--- src/rtl/irc_pkg.sv ---
`timescale 1ns / 1ps
// shared constants, types and helpers for the interval room counter
// no dependencies; used by irc_cell and interval_room_counter_unit
package irc_pkg;

  localparam int unsigned MAX_EVENTS = 256;
  localparam int unsigned TIME_BITS  = 16;

  // cell index and event count widths
  localparam int unsigned IDX_W   = $clog2(MAX_EVENTS);
  localparam int unsigned CNT_W   = $clog2(MAX_EVENTS + 1);

  // result field width and saturation value
  localparam int unsigned ROOMS_W   = 9;
  localparam logic [31:0] ROOMS_MAX = 32'd511;

  // stream data widths
  localparam int unsigned IN_DATA_W  = ((2 * TIME_BITS + 7) / 8) * 8;
  localparam int unsigned OUT_DATA_W = ((ROOMS_W + 7) / 8) * 8;

  // per-cycle command broadcast to every cell of the chain
  typedef struct packed {
    logic                 load;       // insert new_start / new_end
    logic                 shift_s;    // start chain moves one cell toward the head
    logic                 shift_e;    // end chain moves one cell toward the head
    logic [TIME_BITS-1:0] new_start;
    logic [TIME_BITS-1:0] new_end;
    logic [CNT_W-1:0]     count;      // entries held before this insert
  } cell_ctl_t;

  function automatic logic [ROOMS_W-1:0] sat_rooms(input logic [CNT_W-1:0] r);
    logic [31:0] wide;
    wide = 32'(r);
    if (wide > ROOMS_MAX) begin
      return ROOMS_MAX[ROOMS_W-1:0];
    end
    return ROOMS_W'(wide);
  endfunction

endpackage

--- src/rtl/irc_cell.sv ---
`timescale 1ns / 1ps
// one cell of the sorting chain: holds one start and one end time
// depends on irc_pkg
module irc_cell (
  input  logic                          clk_i,
  input  irc_pkg::cell_ctl_t            ctl_i,
  input  logic [irc_pkg::IDX_W-1:0]     idx_i,
  input  logic [irc_pkg::TIME_BITS-1:0] left_start_i,
  input  logic [irc_pkg::TIME_BITS-1:0] left_end_i,
  input  logic [irc_pkg::TIME_BITS-1:0] right_start_i,
  input  logic [irc_pkg::TIME_BITS-1:0] right_end_i,
  output logic [irc_pkg::TIME_BITS-1:0] start_o,
  output logic [irc_pkg::TIME_BITS-1:0] end_o
);

  logic [irc_pkg::TIME_BITS-1:0] start_q, start_d;
  logic [irc_pkg::TIME_BITS-1:0] end_q, end_d;
  logic [irc_pkg::CNT_W-1:0]     idx_ext;
  logic                          own_occ;
  logic                          left_occ;
  logic                          is_tail;

  assign idx_ext  = irc_pkg::CNT_W'(idx_i);
  assign own_occ  = idx_ext < ctl_i.count;
  assign left_occ = (idx_ext != '0) && (idx_ext <= ctl_i.count);
  assign is_tail  = idx_ext == ctl_i.count;

  // insertion: take the left value if it is larger, else the new value
  // if it lands here, else keep; without a load, a shift takes the right value
  always_comb begin
    start_d = start_q;
    end_d   = end_q;
    if (ctl_i.load) begin
      if (left_occ && (left_start_i > ctl_i.new_start)) begin
        start_d = left_start_i;
      end else if (is_tail || (own_occ && (start_q > ctl_i.new_start))) begin
        start_d = ctl_i.new_start;
      end
      if (left_occ && (left_end_i > ctl_i.new_end)) begin
        end_d = left_end_i;
      end else if (is_tail || (own_occ && (end_q > ctl_i.new_end))) begin
        end_d = ctl_i.new_end;
      end
    end else begin
      if (ctl_i.shift_s) begin
        start_d = right_start_i;
      end
      if (ctl_i.shift_e) begin
        end_d = right_end_i;
      end
    end
  end

  always_ff @(posedge clk_i) begin
    start_q <= start_d;
    end_q   <= end_d;
  end

  assign start_o = start_q;
  assign end_o   = end_q;

endmodule

--- config.mk ---
export PLATFORM = sky130hd
export DESIGN_NAME = irc_cell
export DESIGN_NICKNAME = d
export VERILOG_FILES = /design/src/rtl/irc_pkg.sv /design/src/rtl/irc_cell.sv
export SDC_FILE = /design/constraint.sdc
export NUM_CORES = 1
export LEC_CHECK = 0
export BUFFER_PORTS_ARGS = -buffer_cell sky130_fd_sc_hd__clkbuf_2
export CAP_MARGIN = 20
export CORE_UTILIZATION = 55
export CTS_BUF_LIST = sky130_fd_sc_hd__clkbuf_8
export DETAILED_ROUTE_END_ITERATION = 8
export PLACE_DENSITY_LB_ADDON = 0.3
export SLEW_MARGIN = 20
export SYNTH_ARGS = -nofsm -noshare
export SYNTH_HDL_FRONTEND = slang
export SYNTH_SLANG_ARGS = --single-unit
--- constraint.sdc ---
create_clock -name clk_i -period 6 [get_ports clk_i]
set_clock_uncertainty 0.15 [all_clocks]
set_input_delay 0.3 -clock clk_i [delete_from_list [all_inputs] [get_ports clk_i]]
set_output_delay 0.3 -clock clk_i [all_outputs]
set_load 0.01 [all_outputs]
# Word level (Yosys, flattened, before mapping)
# Index checks and enable logic that the tools add are counted.
classes:
  n_lt_le_gt_ge: 6
  eq_ne: 3
  n_mux: 8
  reduce_logical: 12
ops:
  columns: ["cell", "count"]
  rows:
  - ["$mux 16", 8]
  - ["$gt 16x16->1", 4]
  - ["$eq 8x9->1", 1]
  - ["$le 8x9->1", 1]
  - ["$lt 8x9->1", 1]
  - ["$reduce_bool 9->1", 1]
  - ["$ne 3x1->1 const B", 2]
  - ["$logic_and 1x1->1", 5]
  - ["$reduce_and 2->1", 2]
  - ["$reduce_bool 2->1", 2]
  - ["$logic_or 1x1->1", 2]
totals:
  reg_bits: 32
  out_inout_bits: 32
  word_cells: 31

# Logic depth before layout (Yosys ltp)
logic_depth:
  ltp_word: 6
  ltp_mapped: 10

# Least setup slack after synthesis
# OpenSTA, ideal clock, no wires.
synth_timing:
  path_type: "input port to flip-flop"
  from: "input port ctl_i[39] (netlist name)"
  to: "register start_q, in the netlist start_o[0] (enable)"
  setup_time_ps: 399
  t_arrival_ps: 2865
  t_required_ps: 5451
  slack_ps: 2586
  path_stages: 9
  n_path_buf: 1
  path_cell_list: "inv_1 ha_1 nand4_2 nor4_2 inv_1 o211a_4 or3_1 buf_6 a41oi_1"
synth_via:
  elab_chain_cells: 5
  word_cells_on_any_way: 7
  cone_classes: "order compare: 2; eq/ne: 1; reduce/logical: 4"
synth_rtl:
  columns: ["item", "line", "rtl"]
  rows:
  - ["start: declaration", "irc_cell.sv:6", "input irc_pkg::cell_ctl_t ctl_i,"]
  - ["$gt 16x16->1", "irc_cell.sv:36", "end else if (is_tail || (own_occ && (start_q > ctl_i.new_start))) begin"]
  - ["$logic_and 1x1->1", "irc_cell.sv:36", null]
  - ["$logic_or 1x1->1", "irc_cell.sv:36", null]
  - ["$ne 3x1->1 (no source line) *", null, null]
  - ["$reduce_and 2->1 (no source line) *", null, null]
  - ["end signal: assignment", "irc_cell.sv:55", "start_q <= start_d;"]
  - ["end: declaration", "irc_cell.sv:16", "logic [irc_pkg::TIME_BITS-1:0] start_q, start_d;"]
# Mark *: on every way between the ends. The rest lies on a longest branch, timed or not.
# A chain may end at the register's enable or synchronous reset.

# Worst setup path in the final report
layout_timing:
  from: "input port ctl_i[6] (netlist name)"
  to: "register start_q, in the netlist start_o[13] (enable)"
layout_via:
  elab_chain_cells: 5
  word_cells_on_any_way: 9
  cone_classes: "order compare: 2; eq/ne: 2; reduce/logical: 5"
layout_rtl:
  columns: ["item", "line"]
  rows:
  - ["$le 8x9->1 or $lt 8x9->1 (tied branches)", "irc_cell.sv:25, irc_cell.sv:24"]
  - ["$logic_and 1x1->1, on equally long branches", "irc_cell.sv:25, irc_cell.sv:36"]
  - ["$logic_and 1x1->1 or $logic_or 1x1->1 (tied branches)", "irc_cell.sv:34, irc_cell.sv:36"]
  - ["$ne 3x1->1 (no source line) *", null]
  - ["$reduce_and 2->1 (no source line) *", null]
# Marked as above.

==> impl_results.md <==
* CP bufs+invs at 2
* Crit path max fanout at 33
* Area Growth Syn to Fin at 24.0%
* Global-route wire length before repair at 16700 microns
* Die extent in x at 83.5 microns
* Power Internal at between 500 and 600 uW
* Post-synthesis cell count at around 410
* RSZ-0062 raised after global routing: no
* Number of enable flip-flop cells after synthesis at 32
* Initial DRT Pass Iterations at 5
* Setup CP Type: in2reg
* Via count at around 3800
* DP HPWL at 8100 microns
* CP Cell Sequence: clkbuf_2 -> inv_1 -> ha_1 -> a211oi_1 -> o32ai_1 -> a21o_1 -> a22o_1 -> or3_1 -> a41oi_2
* FF+latch count, synth at 32
* Initial antenna violation count at 0
* Pwr dens at 192 nW/um^2
* Slowest stage delay, CP at 940 ps
* Layout cell share with drive strength beyond 1 at 0.321
* Period utilization at 0.654
* Max Freq at about 0.25 GHz
* FP Rows at 29
* Worst setup EP type: flop
* Max Cap Viol at 0
* Fin util at 0.710
* Die ar. at approximately 7000 sq um
* Num Clock Sinks at 32
* CTS resizes at 0
* Hold WC Path Type: in2reg
* Asr flop ratio synth at 0
* Clock Pin Slew Worst Setup and Hold Paths at approximately 80 ps
* Count of input and output buffers at about 150
* Ys Warns at 0
* Mapped Area at 3660 sq um
* Most frequent cells in the layout: clkbuf_2, ha_1, inv_1
* Max-Slew Margin vs Limit at 0.299
* Unique cell type count in the Yosys netlist at 44
* Slew Viols, Final at 0
* Seq pwr share at 0.361
* FF+latch area at 961 sq um
* CTS root buffer: clkbuf_8
* Cells after DPL at a little over 600
* Setup TNS Final at 0 ps
* Hold slack final at about 170 ps
* # Post-CTS Setup Buffers at 0
* GRT Resource Usage Total at 0.293
* Core area at between 6000 and 7000 sq um
* Total chip power at about 870 uW
* Die height at between 80 and 90 microns
* DRC viols at 0
* Total grt overflow at 0
* Slew @ Worst Pin at ~1100 ps
* Largest net degree at the start of global routing at 70
* Vias per std cell at 6.10
* Post-route insts no fill at approximately 630
* Static leakage at 0.00233 uW
* Clk pwr share at 0.239
* Fillers at between 500 and 600
* NetSw at approximately 310 uW
* WP data required at between 5000 and 6000 ps
* H-tree depth at 2
* Setup violations, final at 0
* Hold buffer count at CTS at 0
* ANT nets after route at 0
* Synth Net Count at about 600
* # nets final at 740
* Status: finished, final reports clean
* Starting Density at 0.572
* Longest Clk Path Bufs at 2
* Logic pwr share at 0.400
* Max VDD drop at between 0.1 and 0.15 mV
* I/O Pins at around 150
* Hold Vio Cnt, Final at 0
* Switch share at 0.353
* Startpoint Class: primary input
* CTS tree: built
* Slowest-stage cell, CP: a41oi_2
* Commonest non-fill, non-tap cell in the layout: clkbuf_2
* Routed wire length per instance at roughly 16 microns
* Vias in the first global route at around 3600
* CTS buffer count at 5
* Syn Area/Cell at between 8 and 9 sq um
* Post-synth top flop: edfxtp_1
* Fin crit period at slightly below 4000 ps
* Antenna cells at 0
* Crit path max-delay family: compound AO/OA/AOI/OAI gates
* Multi-input logic area at approximately 2400 sq um
* DRT Wirelength at roughly 10000 microns
* Worst-skew pair later-pin latency at approximately 300 ps
* RePlAce Congestion at 0.878
* CP arrival at about 3700 ps
* Number of DRC markers in iteration 0 at about 240
* Register area share after synthesis at 0.263
[registers in the layout, summed over array words and instances, names as in the netlist]
name,count
end_o,16
start_o,16
[logic make-up after synthesis]
kind of cell | after synthesis | synth area share
AND/OR/NAND/NOR | 88 | 0.121
adder cells (fa/ha/maj) | 72 | 0.246
buffers and inverters | 80 | 0.0907
flip-flops | 32 | 0.263
AO/OA/AOI/OAI | 140 | 0.279
[power by group through the flow]
stage                     Combinational (uW)  Sequential (uW)  Clock (uW)
after floorplan                          202              330           0
after global placement                   329              318           0
after detailed placement                 343              319           0
after CTS                                347              314         209
after global routing                     387              318         218
final                                    349              314         208
[synthesized netlist by cell type (2+ instances only)]
library cell,number,area (sq um)
a211oi_1,5,37.5
a21o_1,12,90.1
a21oi_1,36,180
a221o_1,3,30.0
a311o_1,2,20.0
a31oi_1,16,100
a41oi_1,2,17.5
and4_1,4,35.0
buf_2,4,20.0
buf_6,2,22.5
clkbuf_1,11,41.3
edfxtp_1,32,961
ha_1,72,901
inv_1,61,229
nand2_1,31,116
nand3_1,4,20.0
nand4_1,7,43.8
nand4_2,2,25.0
nor2_1,21,78.8
nor2b_1,4,25.0
nor3_1,3,15.0
nor4_1,4,25.0
o211ai_1,2,15.0
o21a_1,4,30.0
o21ai_0,21,105
o221ai_1,5,43.8
o221ai_2,10,150
o311ai_0,15,131
or2_2,2,12.5
[worst register-to-register path: stages (launching register included)]
cell	delay [ps]
edfxtp_1	420
ha_1	310
and4_1	250
nand2_1	130
a211oi_1	260
a211oi_1	90
a311o_1	380
a41oi_2	820
[stage by stage]
step	setup WS, ps	area [sq um]
after CTS	2050	4530
after global placement	1850	4430
after global routing	1820	4530
after floorplan	2590	3660
final	2070	4530
after detailed placement	1750	4430
[layer usage]
layer  global-route usage  vias up  wire (microns)
met4               0.0801        0             140
met2                0.492      192            4970
met3               0.0356       14             832
li1                     -     1845               -
met1                0.402     1789            4320
met5                    0        -               0
[path summary, 6_finish.rpt]
check,from,endpoint,slack (ps),cells after the start
max,ctl_i[6],start_o[13],2070,9
min,right_end_i[7],end_o[7],170,3
max reg2reg,end_o[15],end_o[4],2810,7
min reg2reg,start_o[1],start_o[15],1530,5
[final cells by class]
| type | instances | share of cell area |
|---|---|---|
| clock inverter | 3 | 0.00828 |
| clock buffer | 5 | 0.0152 |
| multi-input combinational | 300 | 0.525 |
| timing repair buffer | 151 | 0.168 |
| tap | 77 | 0.0212 |
| inverter | 61 | 0.0505 |
| sequential | 32 | 0.212 |
No activity file was read; power rests on OpenSTA's default activity.
